[src/rtl/lzss_pkg.sv]
// ----------------------------------------------------------------------------
// lzss_pkg
// Types and constants shared by the LZSS ring decompressor modules.
// ----------------------------------------------------------------------------
package lzss_pkg;

    localparam int unsigned WINDOW_SIZE  = 4096;
    localparam int unsigned HEADER_BYTES = 16;
    localparam int unsigned RING_AW      = $clog2(WINDOW_SIZE);
    localparam logic [RING_AW-1:0] RING_START = RING_AW'(WINDOW_SIZE - 18);
    localparam logic [RING_AW-1:0] RING_LAST  = RING_AW'(WINDOW_SIZE - 1);
    localparam logic [RING_AW-1:0] RING_STEP  = RING_AW'(1);

    // Container magic, first byte first.
    localparam logic [7:0] MAGIC [4] = '{8'h53, 8'h53, 8'h5A, 8'h4C};

    // Configuration register indexes.
    localparam logic REG_SOURCE_SIZE = 1'b0;
    localparam logic REG_MAX_OUTPUT  = 1'b1;

    // Result status codes.
    localparam logic [2:0] ST_OK         = 3'd0;
    localparam logic [2:0] ST_BAD_MAGIC  = 3'd1;
    localparam logic [2:0] ST_BAD_SIZES  = 3'd2;
    localparam logic [2:0] ST_EXHAUSTED  = 3'd3;
    localparam logic [2:0] ST_OVERRUN    = 3'd4;

    // Command kinds passed from the front end to the back end.
    localparam logic [1:0] CMD_LIT   = 2'd0;
    localparam logic [1:0] CMD_MATCH = 2'd1;
    localparam logic [1:0] CMD_ERR   = 2'd2;

    typedef struct packed {
        logic [1:0]         kind;
        logic [7:0]         data;    // literal byte
        logic [RING_AW-1:0] pos;     // match source position
        logic [4:0]         len;     // match length, 3 to 18
        logic               done;    // the command ends the stream
        logic [2:0]         status;  // error code for CMD_ERR
    } cmd_t;

endpackage

[src/rtl/lzss_front.sv]
// ----------------------------------------------------------------------------
// lzss_front
// Parses the header and the flag stream and issues literal, match and
// error commands.
// ----------------------------------------------------------------------------
module lzss_front (
    input  logic           aclk,
    input  logic           aresetn,
    input  logic           in_beat,
    input  logic [7:0]     in_byte,
    input  logic [31:0]    source_size,
    input  logic [31:0]    max_output_size,
    output logic           push,
    output lzss_pkg::cmd_t push_cmd
);
    import lzss_pkg::*;

    localparam logic [1:0] PH_HEADER  = 2'd0;
    localparam logic [1:0] PH_PAYLOAD = 2'd1;
    localparam logic [1:0] PH_MATCH2  = 2'd2;
    localparam logic [1:0] PH_DONE    = 2'd3;

    logic [1:0]  phase_reg, phase_next;
    logic [3:0]  hdr_reg, hdr_next;
    logic [31:0] psize_reg, psize_next;
    logic [31:0] osize_reg, osize_next;
    logic [31:0] remain_reg, remain_next;
    logic [31:0] pleft_reg, pleft_next;
    logic [8:0]  flag_reg, flag_next;
    logic [7:0]  low_reg, low_next;

    logic [31:0] osize_full;
    logic [32:0] psize_sum;
    logic        last_byte;
    logic [4:0]  mlen;
    logic [31:0] mlen_w;

    assign osize_full = {in_byte, osize_reg[23:0]};
    assign psize_sum  = {1'b0, psize_reg} + 33'(HEADER_BYTES);
    assign last_byte  = (pleft_reg == 32'd1);
    assign mlen       = {1'b0, in_byte[3:0]} + 5'd3;
    assign mlen_w     = {27'd0, mlen};

    // Decode one accepted beat.
    always_comb begin
        phase_next  = phase_reg;
        hdr_next    = hdr_reg;
        psize_next  = psize_reg;
        osize_next  = osize_reg;
        remain_next = remain_reg;
        pleft_next  = pleft_reg;
        flag_next   = flag_reg;
        low_next    = low_reg;
        push        = 1'b0;
        push_cmd    = '0;
        if (in_beat) begin
            case (phase_reg)
                PH_HEADER: begin
                    hdr_next = hdr_reg + 4'd1;
                    if (hdr_reg[3:2] == 2'd0 && in_byte != MAGIC[hdr_reg[1:0]]) begin
                        push            = 1'b1;
                        push_cmd.kind   = CMD_ERR;
                        push_cmd.done   = 1'b1;
                        push_cmd.status = ST_BAD_MAGIC;
                        phase_next      = PH_DONE;
                    end else if (hdr_reg[3:2] == 2'd2) begin
                        psize_next[{hdr_reg[1:0], 3'b000} +: 8] = in_byte;
                    end else if (hdr_reg[3:2] == 2'd3) begin
                        osize_next[{hdr_reg[1:0], 3'b000} +: 8] = in_byte;
                    end
                    // The header completes: check the sizes.
                    if (hdr_reg == 4'd15) begin
                        push_cmd.kind = CMD_ERR;
                        push_cmd.done = 1'b1;
                        if (source_size < 32'(HEADER_BYTES) || osize_full == 32'd0 ||
                            osize_full > max_output_size ||
                            psize_sum > {1'b0, source_size}) begin
                            push            = 1'b1;
                            push_cmd.status = ST_BAD_SIZES;
                            phase_next      = PH_DONE;
                        end else if (psize_reg == 32'd0) begin
                            push            = 1'b1;
                            push_cmd.status = ST_EXHAUSTED;
                            phase_next      = PH_DONE;
                        end else begin
                            phase_next  = PH_PAYLOAD;
                            remain_next = osize_full;
                            pleft_next  = psize_reg;
                        end
                    end
                end
                PH_PAYLOAD: begin
                    pleft_next = pleft_reg - 32'd1;
                    if (flag_reg < 9'd2) begin
                        flag_next = {1'b1, in_byte};
                        if (last_byte) begin
                            push            = 1'b1;
                            push_cmd.kind   = CMD_ERR;
                            push_cmd.done   = 1'b1;
                            push_cmd.status = ST_EXHAUSTED;
                            phase_next      = PH_DONE;
                        end
                    end else if (flag_reg[0]) begin
                        flag_next = flag_reg >> 1;
                        push      = 1'b1;
                        if (remain_reg > 32'd1 && last_byte) begin
                            push_cmd.kind   = CMD_ERR;
                            push_cmd.done   = 1'b1;
                            push_cmd.status = ST_EXHAUSTED;
                            phase_next      = PH_DONE;
                        end else begin
                            push_cmd.kind = CMD_LIT;
                            push_cmd.data = in_byte;
                            push_cmd.done = (remain_reg == 32'd1);
                            remain_next   = remain_reg - 32'd1;
                            if (remain_reg == 32'd1) begin
                                phase_next = PH_DONE;
                            end
                        end
                    end else begin
                        low_next   = in_byte;
                        phase_next = PH_MATCH2;
                        if (last_byte) begin
                            push            = 1'b1;
                            push_cmd.kind   = CMD_ERR;
                            push_cmd.done   = 1'b1;
                            push_cmd.status = ST_EXHAUSTED;
                            phase_next      = PH_DONE;
                        end
                    end
                end
                PH_MATCH2: begin
                    pleft_next = pleft_reg - 32'd1;
                    flag_next  = flag_reg >> 1;
                    phase_next = PH_PAYLOAD;
                    push       = 1'b1;
                    if (mlen_w > remain_reg) begin
                        push_cmd.kind   = CMD_ERR;
                        push_cmd.done   = 1'b1;
                        push_cmd.status = ST_OVERRUN;
                        phase_next      = PH_DONE;
                    end else if (mlen_w < remain_reg && last_byte) begin
                        push_cmd.kind   = CMD_ERR;
                        push_cmd.done   = 1'b1;
                        push_cmd.status = ST_EXHAUSTED;
                        phase_next      = PH_DONE;
                    end else begin
                        push_cmd.kind = CMD_MATCH;
                        push_cmd.pos  = {in_byte[7:4], low_reg};
                        push_cmd.len  = mlen;
                        push_cmd.done = (mlen_w == remain_reg);
                        remain_next   = remain_reg - mlen_w;
                        if (mlen_w == remain_reg) begin
                            phase_next = PH_DONE;
                        end
                    end
                end
                default: begin
                    // Finished or failed: beats are dropped until reset.
                end
            endcase
        end
    end

    always_ff @(posedge aclk) begin
        if (!aresetn) begin
            phase_reg  <= PH_HEADER;
            hdr_reg    <= 4'd0;
            psize_reg  <= 32'd0;
            osize_reg  <= 32'd0;
            remain_reg <= 32'd0;
            pleft_reg  <= 32'd0;
            flag_reg   <= 9'd0;
            low_reg    <= 8'd0;
        end else begin
            phase_reg  <= phase_next;
            hdr_reg    <= hdr_next;
            psize_reg  <= psize_next;
            osize_reg  <= osize_next;
            remain_reg <= remain_next;
            pleft_reg  <= pleft_next;
            flag_reg   <= flag_next;
            low_reg    <= low_next;
        end
    end

endmodule

[config.mk]
export PLATFORM = sky130hd
export DESIGN_NAME = lzss_front
export DESIGN_NICKNAME = d
export VERILOG_FILES = /design/src/rtl/lzss_pkg.sv /design/src/rtl/lzss_front.sv
export SDC_FILE = /design/constraint.sdc
export NUM_CORES = 1
export LEC_CHECK = 0
export BUFFER_PORTS_ARGS = -buffer_cell sky130_fd_sc_hd__buf_2
export CAP_MARGIN = 10
export CORE_ASPECT_RATIO = 0.75
export CORE_MARGIN = 2
export CORE_UTILIZATION = 55
export CTS_CLUSTER_DIAMETER = 150
export CTS_CLUSTER_SIZE = 14
export DETAILED_ROUTE_END_ITERATION = 16
export PLACE_DENSITY = 0.73
export SYNTH_ARGS = -nofsm -noshare
export SYNTH_HDL_FRONTEND = slang
export SYNTH_SLANG_ARGS = --single-unit
[constraint.sdc]
create_clock -name aclk -period 9.2 [get_ports aclk]
set_input_delay 0.92 -clock aclk [delete_from_list [all_inputs] [get_ports aclk]]
set_output_delay 0.92 -clock aclk [all_outputs]
set_load 0.005 [all_outputs]
* Word level (Yosys, flattened, before mapping)
Index checks and enable logic that the tools add are counted.
** Cells by class
- Add/sub/neg operators :: 7
- $mul :: 0
- Divide/modulo/power cells :: 0
- Magnitude comparators :: 8
- Equal/unequal tests :: 21
- Shifts and indexed selects :: 2
- Mux-type cells :: 74
- Bitwise logic cells :: 5
- Reductions and logical operators :: 23
** Operator list (count)
- $mux 32 :: 11
- $pmux 32 s3 :: 1
- $bwmux 32 :: 2
- $eq 32x1->1 const B :: 2
- $logic_not 32->1 :: 2
- $pmux 32 s2 :: 1
- $sub 32x1->32 const B :: 2
- $mux 17 :: 3
- $mux 8 :: 6
- $mux 2 :: 22
- $add 32x5->33 const B :: 1
- $gt 33x32->1 :: 1
- $eq 5x32->1 :: 1
- $gt 32x1->1 const B :: 1
- $gt 32x32->1 :: 1
- $gt 5x32->1 :: 1
- $lt 32x5->1 const B :: 1
- $lt 5x32->1 :: 1
- $shift 8x7->32 const A :: 1
- $shiftx 8x7->32 :: 1
- $sub 32x5->32 :: 1
- $mux 31 :: 1
- $mux 4 :: 6
- $mux 9 :: 2
- other kinds (32) :: 68
** Storage, ports and cells
- Bits in registers :: 151
- Latch bits :: 0
- Bits in writable memories :: 0
- Memory bits (read-only) :: 0
- Input port bits :: 75
- Output and inout port bits :: 32
- Logic and storage cells :: 149
- Memories :: 0

* Logic depth before layout (Yosys ltp)
- Depth in word-level cells :: 12
- Depth in mapped cells :: 20
- Gate-level depth less buffers :: 16

* Least setup slack after synthesis
No wires, ideal clock.
- Path type :: in2out
- Start :: in in_byte[1]
- End :: out push_cmd[11] (netlist bit)
- Data arrival time :: 3.583 ns
- Required time :: 8.280 ns
- Path slack :: 4.697 ns
- Stages :: 14
- Buffers on the path :: 3
- Cells stage by stage :: clkbuf_1 -> inv_1 -> ha_1 -> inv_1 -> fa_1 -> nor2b_1 -> o31a_1 -> clkbuf_1 -> nor2_1 -> o21ai_1 -> a21oi_1 -> and3_1 -> clkbuf_1 -> and2_1
** RTL lines
- start: declaration :: line lzss_front.sv:10 : input logic [7:0] in_byte,
- end: declaration :: line lzss_front.sv:14 : output lzss_pkg::cmd_t push_cmd

==> results.cfg <==
[worst_setup_path]
reg2reg_slack_ns = 4.13
reg2reg_depth = 13
worstPathArrival_ns = 4.47
r2r_start = psize_reg[11]
slowest_stage = a311oi_2
slowest_delay_ns = 0.74
timing.rr.end = pleft_reg[5]
crit_chain = and4_1 > nand3_1 > nor2_1 > xor2_1 > ha_1 > nand4_1 > nor3_1 > and3_1 > nor2_1 > a311oi_2 > nand3_1 > a21oi_1 > o21ba_2 > buf_2
crit_buf_inv = 1
cp_top_family = simple AND/OR/NAND/NOR gates
cp_max_fo = 7
critPathKind = reg -> out
worst_setup_path_start_kind = register
crit_path_end_kind = output pin
required_ns = 8.28

[power]
intPower_uw = 1840
swShare_pct = 52.8
peakVddDrop_mv = 0.248
pwr-share-comb_pct = 60.8
seqPwrFrac_pct = 20.9
power.density_nw_per_um2 = 316
p_clk_share_pct = 18.3
p_sw_uw = 2050
p_leak_uw = 0.00496

[placed_design]
dp_cells = 1823
place_congestion = 0.984
dp_slack_ns = 4.13
portBuffers = 106
post-dp-hpwl_mm = 27.5

[global_routing]
grtUsageTotal_pct = 35.9
grt_max_degree = 105
grt_pass1_vias = 10862
grt_overflow_total = 0
grt_pass1_wl_mm = 60.8
antenna_found_initial = 1

[route]
vias_per_cell = 6.56
detail-route-antenna-nets = 0
wl_per_cell_um = 20.8
drc_errors = 0
dr.first_iter.drc_count = 1734
dr.pass1.iters = 8
num_vias = 12178
totalWireLength_mm = 38.6

[logic_synthesis]
syn_nets = 1708
synth-main-ff-cell = dfxtp_1
ys_ff_latch = 143
async_flop_share_pct = 0
synth.most_common_cell = nor2_1
synth_top_area_share_pct = 25.6
postSynthCellCount = 1544
yosysWarnings = 0
synth_cell_types = 82
yosys-top-cells-area = dfxtp_1 26%, ha_1 9.9%, a21oi_1 7.2%
syn_area_um2 = 11200
yosys.area.top_type = dfxtp_1
synth_edf_count = 0
ys_seq_area_share_pct = 25.6
syn_avg_cell_area_um2 = 7.23
ys_top_cells_by_count = 189 x nor2_1, 161 x a21oi_1, 143 x dfxtp_1

[cts]
insertion_delay_ns = 0.44
cts_setup_buffers = 0
cts_tree = built
clockBufferDepth = 2
cts_hold_buf = 0
root_buffer = clkbuf_16
cts_max_level = 4
numCtsBuffers = 17
clock_sinks = 143
post_cts_resized = 0
path_clk_slew_ns = 0.07

[floorplan]
die_y_um = 127
rows = 45
fp.coreArea_um2 = 20100
die_area_um2 = 21500
start_util_pct = 55.6
boundaryPins = 107
die_w_um = 169

[cells_and_area]
area_delta_synth_final_pct = 10.4
n_antenna_cell = 0
nNetsFinal = 1748
layout.cells.non_filler = 1855
utilization_pct = 61.3
drive_gt1_share_pct = 11.6

[flow_run]
maxCapViolations = 0

[sta]
fmax_ghz = 0.185
rsz0062_at_grt = no
max_slew_margin_pct = 18.9
fin_setup_tns_ns = 0
post-route-min-period_ns = 5.39
final_max_slew_viol_count = 0
fin_ws_ns = 3.81
skew_ns = 0.0145
hold_viol = 0
worst_slew_pin_slew_ns = 1.22
finalCritPeriodShare_pct = 58.6
final-setup-viol-count = 0

[status]
outcome = finished, final reports clean

[worst_hold_path]
worstHoldEndpoint = pleft_reg[7]
hold_start = pleft_reg[7]
whs_path_depth = 2
hold_path.class = reg -> reg
==> power by group through the flow <==
| stage | Sequential, uW | Combinational (uW) | Clock (uW) |
|---|---|---|---|
| 3_5_place_dp | 818 | 2270 | 0 |
| 2_1_floorplan | 782 | 1730 | 0 |
| 4_1_cts | 806 | 2290 | 711 |
| 3_3_place_gp | 817 | 2250 | 0 |
| 6_report | 814 | 2370 | 711 |
| 5_1_grt | 825 | 2570 | 737 |
==> metrics by stage <==
stage | power (uW) | cell area, um^2 | hold slack (ns)
floorplan | 2510 | 11200 | 0.444
global placement | 3070 | 11700 | 0.456
detailed placement | 3090 | 11700 | 0.460
CTS | 3800 | 12300 | 0.468
global route | 4130 | 12300 | 0.492
finish | 3890 | 12300 | 0.472
==> cell families after synthesis <==
| family | count (synthesis) | synth area share (%) |
|---|---|---|
| flip-flops | 143 | 25.6 |
| buffers and inverters | 203 | 7.08 |
| AO/OA/AOI/OAI | 441 | 25.8 |
| AND/OR/NAND/NOR | 614 | 27.0 |
| adder cells (fa/ha/maj) | 89 | 10.0 |
| multiplexers | 18 | 1.64 |
| XOR/XNOR | 36 | 2.82 |
==> layer usage <==
layer	track usage (%)	vias to the layer above	routed length [um]
met3	9.20	75	5320
met2	49.8	752	15300
met4	9.94	2	843
li1	-	5701	-
met1	54.4	5648	17200
met5	0	-	18
==> placed cells by master, fill, tap and decap left out, types with 9 or more instances in the layout <==
cell type / instances
a211oi_1: 21
a21oi_1: 161
a22oi_1: 14
a31oi_1: 33
and2_1: 28
and3_1: 13
buf_2: 106
buf_4: 11
clkbuf_16: 17
dfxtp_1: 143
ha_1: 87
inv_1: 104
mux2i_1: 16
nand2_1: 139
nand3_1: 53
nand4_1: 28
nor2_1: 189
nor3_1: 60
nor4_1: 41
o2111ai_1: 9
o211ai_1: 11
o21a_1: 20
o21ai_0: 65
o22ai_1: 10
o31ai_1: 16
xnor2_1: 24
xor2_1: 12
==> how the worst max path moves through the flow <==
stage	cells past startpoint	to	slack, ns	startpoint
6_report	14	push_cmd[0]	3.81	psize_reg[11]
5_1_grt	14	push_cmd[0]	3.47	psize_reg[10]
4_1_cts	14	push	3.91	psize_reg[10]
3_5_place_dp	13	push_cmd[11]	4.13	in_byte[0]
3_3_place_gp	13	push_cmd[10]	4.29	in_byte[0]
2_1_floorplan	14	push_cmd[11]	4.70	in_byte[1]
==> area by class of cell <==
cell class | instances | area (um^2)
inverters | 107 | 403
fillers | 1872 | 7770
well taps | 258 | 323
flip-flops and latches | 143 | 2860
clock inverters | 15 | 168
clock buffers | 17 | 425
repair buffers | 117 | 613
multi-input cells | 1198 | 7530
==> worst min-delay path, stage by stage (launching register included) <==
cell and delay [ns]:
dfxtp_1 0.31, o31ai_1 0.06, a21oi_1 0.05
Power figures use the tool's default switching activity.
