`src/rtl/lzss_pkg.sv`:
```
// ----------------------------------------------------------------------------
// lzss_pkg
// Types and constants shared by the LZSS ring decompressor modules.
// ----------------------------------------------------------------------------
package lzss_pkg;

    localparam int unsigned WINDOW_SIZE  = 4096;
    localparam int unsigned HEADER_BYTES = 16;
    localparam int unsigned RING_AW      = $clog2(WINDOW_SIZE);
    localparam logic [RING_AW-1:0] RING_START = RING_AW'(WINDOW_SIZE - 18);
    localparam logic [RING_AW-1:0] RING_LAST  = RING_AW'(WINDOW_SIZE - 1);
    localparam logic [RING_AW-1:0] RING_STEP  = RING_AW'(1);

    // Container magic, first byte first.
    localparam logic [7:0] MAGIC [4] = '{8'h53, 8'h53, 8'h5A, 8'h4C};

    // Configuration register indexes.
    localparam logic REG_SOURCE_SIZE = 1'b0;
    localparam logic REG_MAX_OUTPUT  = 1'b1;

    // Result status codes.
    localparam logic [2:0] ST_OK         = 3'd0;
    localparam logic [2:0] ST_BAD_MAGIC  = 3'd1;
    localparam logic [2:0] ST_BAD_SIZES  = 3'd2;
    localparam logic [2:0] ST_EXHAUSTED  = 3'd3;
    localparam logic [2:0] ST_OVERRUN    = 3'd4;

    // Command kinds passed from the front end to the back end.
    localparam logic [1:0] CMD_LIT   = 2'd0;
    localparam logic [1:0] CMD_MATCH = 2'd1;
    localparam logic [1:0] CMD_ERR   = 2'd2;

    typedef struct packed {
        logic [1:0]         kind;
        logic [7:0]         data;    // literal byte
        logic [RING_AW-1:0] pos;     // match source position
        logic [4:0]         len;     // match length, 3 to 18
        logic               done;    // the command ends the stream
        logic [2:0]         status;  // error code for CMD_ERR
    } cmd_t;

endpackage

```
`src/rtl/lzss_cmd_fifo.sv`:
```
// ----------------------------------------------------------------------------
// lzss_cmd_fifo
// Two-entry command queue between the front end and the back end.
// ----------------------------------------------------------------------------
module lzss_cmd_fifo (
    input  logic           aclk,
    input  logic           aresetn,
    input  logic           push,
    input  lzss_pkg::cmd_t push_cmd,
    output logic           full,
    input  logic           pop,
    output lzss_pkg::cmd_t pop_cmd,
    output logic           empty
);
    import lzss_pkg::*;

    cmd_t       mem_reg [2];
    logic       wptr_reg, wptr_next;
    logic       rptr_reg, rptr_next;
    logic [1:0] cnt_reg, cnt_next;

    // Pointer and fill count update.
    always_comb begin
        wptr_next = wptr_reg;
        rptr_next = rptr_reg;
        cnt_next  = cnt_reg;
        if (push) begin
            wptr_next = ~wptr_reg;
        end
        if (pop) begin
            rptr_next = ~rptr_reg;
        end
        if (push && !pop) begin
            cnt_next = cnt_reg + 2'd1;
        end else if (pop && !push) begin
            cnt_next = cnt_reg - 2'd1;
        end
    end

    always_ff @(posedge aclk) begin
        if (!aresetn) begin
            wptr_reg <= 1'b0;
            rptr_reg <= 1'b0;
            cnt_reg  <= 2'd0;
        end else begin
            wptr_reg <= wptr_next;
            rptr_reg <= rptr_next;
            cnt_reg  <= cnt_next;
        end
    end

    // Storage needs no reset.
    always_ff @(posedge aclk) begin
        if (push) begin
            mem_reg[wptr_reg] <= push_cmd;
        end
    end

    assign pop_cmd = mem_reg[rptr_reg];
    assign full    = cnt_reg[1];
    assign empty   = (cnt_reg == 2'd0);

endmodule

```
`config.mk`:
```
export PLATFORM = sky130hd
export DESIGN_NAME = lzss_cmd_fifo
export DESIGN_NICKNAME = d
export VERILOG_FILES = /design/src/rtl/lzss_pkg.sv /design/src/rtl/lzss_cmd_fifo.sv
export SDC_FILE = /design/constraint.sdc
export NUM_CORES = 1
export LEC_CHECK = 0
export BUFFER_PORTS_ARGS = -buffer_cell sky130_fd_sc_hd__buf_4
export CORE_ASPECT_RATIO = 0.8
export CORE_MARGIN = 2
export CORE_UTILIZATION = 43
export DETAILED_ROUTE_END_ITERATION = 12
export PLACE_DENSITY = 0.68
export SYNTH_ARGS = -nofsm -noshare
export SYNTH_HDL_FRONTEND = slang
export SYNTH_SLANG_ARGS = --single-unit
export TNS_END_PERCENT = 5
```
`constraint.sdc`:
```
create_clock -name aclk -period 4.3 [get_ports aclk]
set_input_delay 0.215 -clock aclk [delete_from_list [all_inputs] [get_ports aclk]]
set_output_delay 0.215 -clock aclk [all_outputs]
set_load 0.02 [all_outputs]
```
# --- Word level (Yosys, flattened, before mapping) ---
# Memory sizes are Yosys's and may differ from the RTL's. A register that Yosys moved wholly into a read port is not among the register bits.
# Cells that the tools add are included.
op_classes:
  shift: 0
  n_eq_ne: 0
  reduce_logical: 6
  mul: 0
  add_sub_neg: 2
  n_div: 0
  magnitude_cmp: 0
  bitwise: 2
  n_mux: 6
ops:
  columns: ["operator", "count"]
  rows:
  - ["two-way mux 1 bit", 4]
  - ["two-way mux 2 bit", 2]
  - ["adder 2 x 1 -> 2 bit, second input constant", 1]
  - ["logical AND 1 bit", 2]
  - ["logical NOT 1 bit", 2]
  - ["logical NOT 2 bit", 1]
  - ["NOT 1 bit", 2]
  - ["nonzero test 2 bit", 1]
  - ["subtractor 2 x 1 -> 2 bit, second input constant", 1]
word_totals:
  in_bits: 35
  latchBits: 0
  mem_count: 1
  output_inout_bits: 33
  ram_bits: 62
  ff_bits: 4
  mem_bits_ro: 0
memory_table:
  columns: ["name", "depth", "word_bits", "rd", "rd_ports_with_merged_regs", "wr", "line_no", "text"]
  rows:
  - ["mem_reg", 2, 31, 1, 1, 1, "lzss_cmd_fifo.sv:17", "cmd_t mem_reg [2];"]

# --- Depth between registers and ports, before layout ---
# Gate-level depths: netlist (run 1).
depth:
  ltp_word: 4
  ltp_mapped: 5
  ltp_nobuf: 5

# --- Least setup slack after synthesis (run 1) ---
# Ideal clock, no wire load.
synth_path:
  path_kind: "reg-to-reg"
  from: "register wptr_reg"
  to: "memory mem_reg[0][0] (netlist name) (enable)"
  period_less_slack_ns: 2.157
  path_buffers: 0
  setup_slack_ns: 2.143
  setup_time_ns: 0.424
  path_stages_with_launch: 2
  arrival_ns: 1.733
  cell_sequence: "dfxtp_1 > nor2b_1"
synth_rtl:
  columns: ["element", "line_no", "text"]
  rows:
  - ["start: declaration", "lzss_cmd_fifo.sv:18", "logic wptr_reg, wptr_next;"]
  - ["start signal: assignment", "lzss_cmd_fifo.sv:46", "wptr_reg <= wptr_next;"]
  - ["end: declaration", "lzss_cmd_fifo.sv:17", null]
# Straight into the memory's write port.

==> results.py, run 1 <==
metrics = {
    "drt": {
        "finalWirelength_mm": 4.43,
        "drc": 0,
        "num_vias": 1299,
        "final_antenna_net_count": 0,
        "first_iter_violations": 51,
        "post_drt_wl_per_cell_um": 16.0,
        "via_per_inst": 4.69,
        "drt-pass1-iter-count": 4,
    },
    "layout": {
        "regArea_mm2": 0.00196,
        "largest_reg_flops": 62,
        "multi_input_area_um2": 463,
        "drive_gt1_frac": 0.583,
        "final_nets": 230,
        "fillers": 448,
        "area_growth_pct": 33.9,
        "n_antenna_cell": 0,
    },
    "yosys": {
        "synth-simple-area-share": 0.0195,
        "synth_most_common_cell": "edfxtp_1",
        "postSynthAreaPerCell_um2": 20.8,
        "synth.net_count": 153,
        "synth_top_family_by_area": "multiplexers",
        "ys_ff_latch": 67,
        "ys_async_sr_fraction": 0,
        "muxShareOfSynthArea": 0.143,
        "synth_cells": 117,
        "yosys.area_share.adder": 0.00514,
        "synth_flop_cell": "edfxtp_1",
        "synth_xor_area_frac": 0.0108,
        "synth_top_cell_by_area": "edfxtp_1",
        "synth_edf_count": 62,
        "ys_top_cells_by_area": "edfxtp_1 76%, mux2_2 14%, dfxtp_1 4.1%",
        "synth_seq_area_share": 0.805,
        "synth_top_area_frac": 0.764,
        "synth_warnings": 0,
        "synth_compound_area_frac": 0.00822,
        "synth_area_mm2": 0.00244,
        "synth_common_cells": "62 x edfxtp_1, 31 x mux2_2, 5 x dfxtp_1",
        "netlist-cell-type-count": 15,
    },
    "worst_setup_path": {
        "path_cells": "buf_4 > mux2_2 > buf_4",
        "worstSetupStartpointType": "flop",
        "cp_data_required_time_ns": 4.09,
        "crit_type": "flop to primary output",
        "cp-end-kind": "primary output",
        "cp_slowest_stage_delay_ns": 0.44,
        "path_common_cell": "buf_4",
        "cp_slowest_cell": "dfxtp_1",
        "arrival_ns": 1.73,
        "worstPathMaxFanout": 26,
    },
    "cts": {
        "cts_hold_buf": 0,
        "cts_made_buffers": 9,
        "root_buffer": "clkbuf_8",
        "clkTransAtPathRegs_ns": 0.07,
        "clk_path_buf_depth": 2,
        "cts.htree.levels": 3,
        "cts_setup_buffers": 0,
        "cts_resized": 0,
        "insertion_delay_ns": 0.33,
        "cts_tree": "yes",
        "cts.sinks": 67,
    },
    "grt": {
        "track_usage": 0.155,
        "grt-busiest-layer": "met2",
        "grt_pass1_wl_mm": 6.85,
        "overflow": 0,
        "antenna_found_initial": 0,
        "grt_max_degree": 33,
        "met1_usage": 0.186,
        "gr-usage-met2": 0.245,
        "grt_use_met3": 0.0760,
        "grt_pass1_vias": 1360,
    },
    "die": {
        "pin_count": 68,
        "rows": 24,
        "die-area_mm2": 0.00629,
        "start_util": 0.446,
        "fp.dieH_um": 71.3,
        "fp.dieW_um": 88.2,
        "coreArea_mm2": 0.00547,
    },
    "sta": {
        "final-hold-violation-count": 0,
        "worstMarginPinSlew_ns": 0.941,
        "maxSlewViolCount": 0,
        "rsz0062_at_grt": "no",
        "post-route-min-period_ns": 1.95,
        "setup-violations-final": 0,
        "finalCritPeriodShare": 0.452,
        "clock_skew_ns": 0.00753,
        "fmaxAchievable_mhz": 514,
        "slew_headroom": 0.371,
        "setup-tns-final_ns": 0,
    },
    "place": {
        "hpwl_mm": 2.95,
        "io_buffers": 67,
        "gp_congestion": 0.677,
    },
    "pwr": {
        "power.total_w": 0.00152,
        "powerDensity_mw_per_mm2": 467,
        "ir_worst_vdd_v": 0.000288,
        "power_leakage_nw": 1.24,
    },
    "flow_run": {
        "max_cap_violations": 0,
    },
    "min_path": {
        "hold_class": "input port to flop",
    },
    "outcome": {
        "outcome": "completed",
    },
}
-- final timing paths --
kind	start	endpoint	slack [ns]	depth (start not counted)
worst min register to register	cnt_reg[1]	cnt_reg[1]	0.53	2
worst min-delay path	push_cmd[12]	mem_reg[1][12]	0.06	1
worst max-delay path	flop	pop_cmd[27]	2.35	3
worst max register to register	wptr_reg	mem_reg[0][4]	2.83	1
-- where the power goes --
group	internal [W]	switching [W]
sequential	0.000752	0.0000124
clock	0.000340	0.000217
combinational	0.0000998	0.000104
-- cells in the final DEF, fill, tap and decap left out, drive strengths merged --
cell type / n
nor2b: 2
o21a: 1
xnor2: 1
xor2: 2
o21ai: 1
dfxtp: 5
clkinv: 2
bufinv: 2
nor2: 1
or3: 1
inv: 1
mux2: 31
clkbuf: 11
edfxtp: 62
clkinvlp: 1
a21boi: 1
and2: 4
ha: 1
buf: 69
-- worst max-delay path: cells and delay by family (launching register included) --
| kind | cells | cell delay [ns] |
|---|---|---|
| buf+inv | 2 | 0.54 |
| flops | 1 | 0.44 |
| mux | 1 | 0.40 |
-- metrics by stage --
step / cell area (um^2) / setup slack [ns] / cells / utilization / hold slack, ns
finish: 3260 / 2.35 / 277 / 0.597 / 0.0623
global route: 3260 / 2.26 / 277 / 0.597 / 0.0339
CTS: 3260 / 2.31 / 277 / 0.597 / 0.0387
detailed placement: 3040 / 2.70 / 261 / 0.557 / 0.403
global placement: 3040 / 2.71 / 261 / 0.557 / 0.400
floorplan: 2440 / 2.14 / 117 / - / 0.314
-- layout make-up --
| type | count | area share |
|---|---|---|
| flip-flops and latches | 67 | 0.601 |
| clock inverters | 5 | 0.0238 |
| inverters | 1 | 0.00115 |
| repair buffers | 69 | 0.159 |
| clock buffers | 11 | 0.0433 |
| well taps | 78 | 0.0299 |
| multi-input cells | 46 | 0.142 |
-- metal layers --
layer / up-vias / part of all wire / wire length [um]
li1: 604 / - / -
met1: 644 / 0.42 / 1870
met2: 49 / 0.50 / 2240
met3: 2 / 0.068 / 300
met4: 0 / 0.0038 / 17
met5: - / 0 / 0
-- cells by family (layout without fill, tap and decap cells) --
| family | after synthesis | in the layout |
|---|---|---|
| AND/OR/NAND/NOR | 8 | 8 |
| adder cells (fa/ha/maj) | 1 | 1 |
| XOR/XNOR | 3 | 3 |
| buffers and inverters | 4 | 86 |
| multiplexers | 31 | 31 |
| AO/OA/AOI/OAI | 3 | 3 |
| flip-flops | 67 | 67 |
No activity file was read; power rests on OpenSTA's default activity.
==> inputs of run 2 (changes only) <==
==> constraint.sdc (replaced) <==
create_clock -name aclk -period 1.8 [get_ports aclk]
set_input_delay 0.09 -clock aclk [delete_from_list [all_inputs] [get_ports aclk]]
set_output_delay 0.09 -clock aclk [all_outputs]
set_load 0.02 [all_outputs]
==> results.py, run 2 (synthesis gave the netlist of run 1 again) <==
metrics = {
    "worst_setup_path": {
        "rr_worst_depth": 2,
        "cp_top_family": "buffers and inverters",
        "worstSetupStartpointType": "flop",
        "cp-end-kind": "primary output",
        "path_cells": "buf_4 > mux2_2 > buf_4",
        "worstPathMaxFanout": 21,
        "cp_slowest_stage_delay_ns": 0.40,
        "cp.buffers_inverters": 2,
        "cp_slowest_cell": "mux2_2",
        "reg2reg_to": "mem_reg[0][18]",
        "crit_type": "flop to primary output",
        "rr_startpoint": "wptr_reg",
        "arrival_ns": 1.51,
        "r2r_setup_slack_ns": 0.58,
        "cp_data_required_time_ns": 1.71,
        "path_common_cell": "buf_4",
    },
    "die": {
        "start_util": 0.446,
        "fp.dieW_um": 88.2,
        "rows": 24,
        "die-area_mm2": 0.00629,
        "fp.dieH_um": 71.3,
        "coreArea_mm2": 0.00547,
        "pin_count": 68,
    },
    "drt": {
        "route.met2.wl_mm": 2.46,
        "first_iter_violations": 49,
        "final_antenna_net_count": 0,
        "wl_met3_um": 299,
        "drc": 0,
        "via_per_inst": 4.47,
        "finalWirelength_mm": 4.77,
        "num_vias": 1394,
        "post_drt_wl_per_cell_um": 15.3,
        "drt-pass1-iter-count": 4,
        "top_layer_used": "met4",
        "m1WireLength_mm": 1.90,
    },
    "min_path": {
        "worstHoldEndpoint": "rptr_reg",
        "hold_class": "input port to flop",
        "min_from": "pop",
        "hold_path_depth": 3,
    },
    "cts": {
        "cts_made_buffers": 9,
        "cts_tree": "yes",
        "cts.htree.levels": 3,
        "cts.sinks": 67,
        "cts_hold_buf": 32,
        "insertion_delay_ns": 0.34,
        "clkTransAtPathRegs_ns": 0.07,
        "root_buffer": "clkbuf_8",
        "cts_resized": 0,
        "cts_setup_buffers": 0,
        "clk_path_buf_depth": 2,
    },
    "grt": {
        "antenna_found_initial": 0,
        "grt_pass1_vias": 1534,
        "grt_pass1_wl_mm": 7.45,
        "grt_max_degree": 23,
        "track_usage": 0.168,
        "overflow": 0,
    },
    "sta": {
        "post-route-min-period_ns": 1.60,
        "finalCritPeriodShare": 0.889,
        "setup-violations-final": 0,
        "worstMarginPinSlew_ns": 0.386,
        "clock_skew_ns": 0.00472,
        "fmaxAchievable_mhz": 625,
        "setup-tns-final_ns": 0,
        "rsz0062_at_grt": "no",
        "final-hold-violation-count": 0,
        "maxSlewViolCount": 0,
        "slew_headroom": 0.742,
    },
    "layout": {
        "area_growth_pct": 48.9,
        "final_nets": 265,
        "final_common_cell": "buf_4",
        "final_cell_mix": "71 x buf_4, 62 x edfxtp_1, 32 x dlygate4sd3_1",
        "n_antenna_cell": 0,
        "finalInstanceArea_mm2": 0.00363,
        "largest_reg_flops": 62,
        "multi_input_area_um2": 463,
        "drive_gt1_frac": 0.509,
        "regArea_mm2": 0.00196,
        "final_core_util": 0.664,
        "fillers": 391,
    },
    "place": {
        "placed_cell_area_mm2": 0.00308,
        "io_buffers": 67,
        "gp_congestion": 0.688,
        "hpwl_mm": 3.06,
    },
    "pwr": {
        "ir_worst_vdd_v": 0.000630,
        "power_leakage_nw": 1.39,
        "powerDensity_mw_per_mm2": 1030,
    },
    "outcome": {
        "outcome": "completed",
    },
    "flow_run": {
        "max_cap_violations": 0,
    },
}
==> run 2: layout make-up <==
cell class	instances	area share
Multi-Input combinational cell	46	0.128
Timing Repair Buffer	104	0.241
Clock inverter	4	0.0200
Tap cell	78	0.0269
Inverter	1	0.00103
Clock buffer	12	0.0428
Sequential cell	67	0.541
==> run 2: metal layers <==
metal,vias up,track usage
li1,675,-
met1,659,0.176
met2,49,0.292
met3,11,0.0783
met4,0,0.0673
met5,-,0
==> run 2: how the worst max path moves through the flow <==
stage / from / endpoint / slack, ns / depth (start not counted)
finish: flop / pop_cmd[9] / 0.20 / 3
detailed placement: flop / pop_cmd[14] / 0.54 / 3
CTS: flop / pop_cmd[14] / 0.16 / 3
global placement: flop / pop_cmd[25] / 0.57 / 3
floorplan: wptr_reg / mem_reg[0][0] / 0.24 / 1
global route: flop / pop_cmd[9] / 0.12 / 3
==> run 2: power breakdown <==
part           switching, W  internal [W]  total (W)
registers         0.0000266       0.00179    0.00182
clock network      0.000518      0.000853    0.00137
logic              0.000267      0.000294   0.000561
total              0.000812       0.00294    0.00375
==> run 2: metrics by stage <==
step           hold WS (ns)  power [W]  setup slack (ns)  std cells
3_3_place_gp          0.275    0.00234             0.571        264
5_1_grt              0.0886    0.00390             0.120        312
3_5_place_dp          0.278    0.00236             0.537        264
6_report             0.0900    0.00375             0.200        312
2_1_floorplan         0.189    0.00212             0.238        117
4_1_cts              0.0710    0.00380             0.159        312
==> run 2: worst reg2reg max path: cells and delay by family, from the launching register on <==
family                 cells  cell delay, ns
buffers and inverters      1            0.23
and+or+nand+nor            1            0.35
DFF                        1            0.34
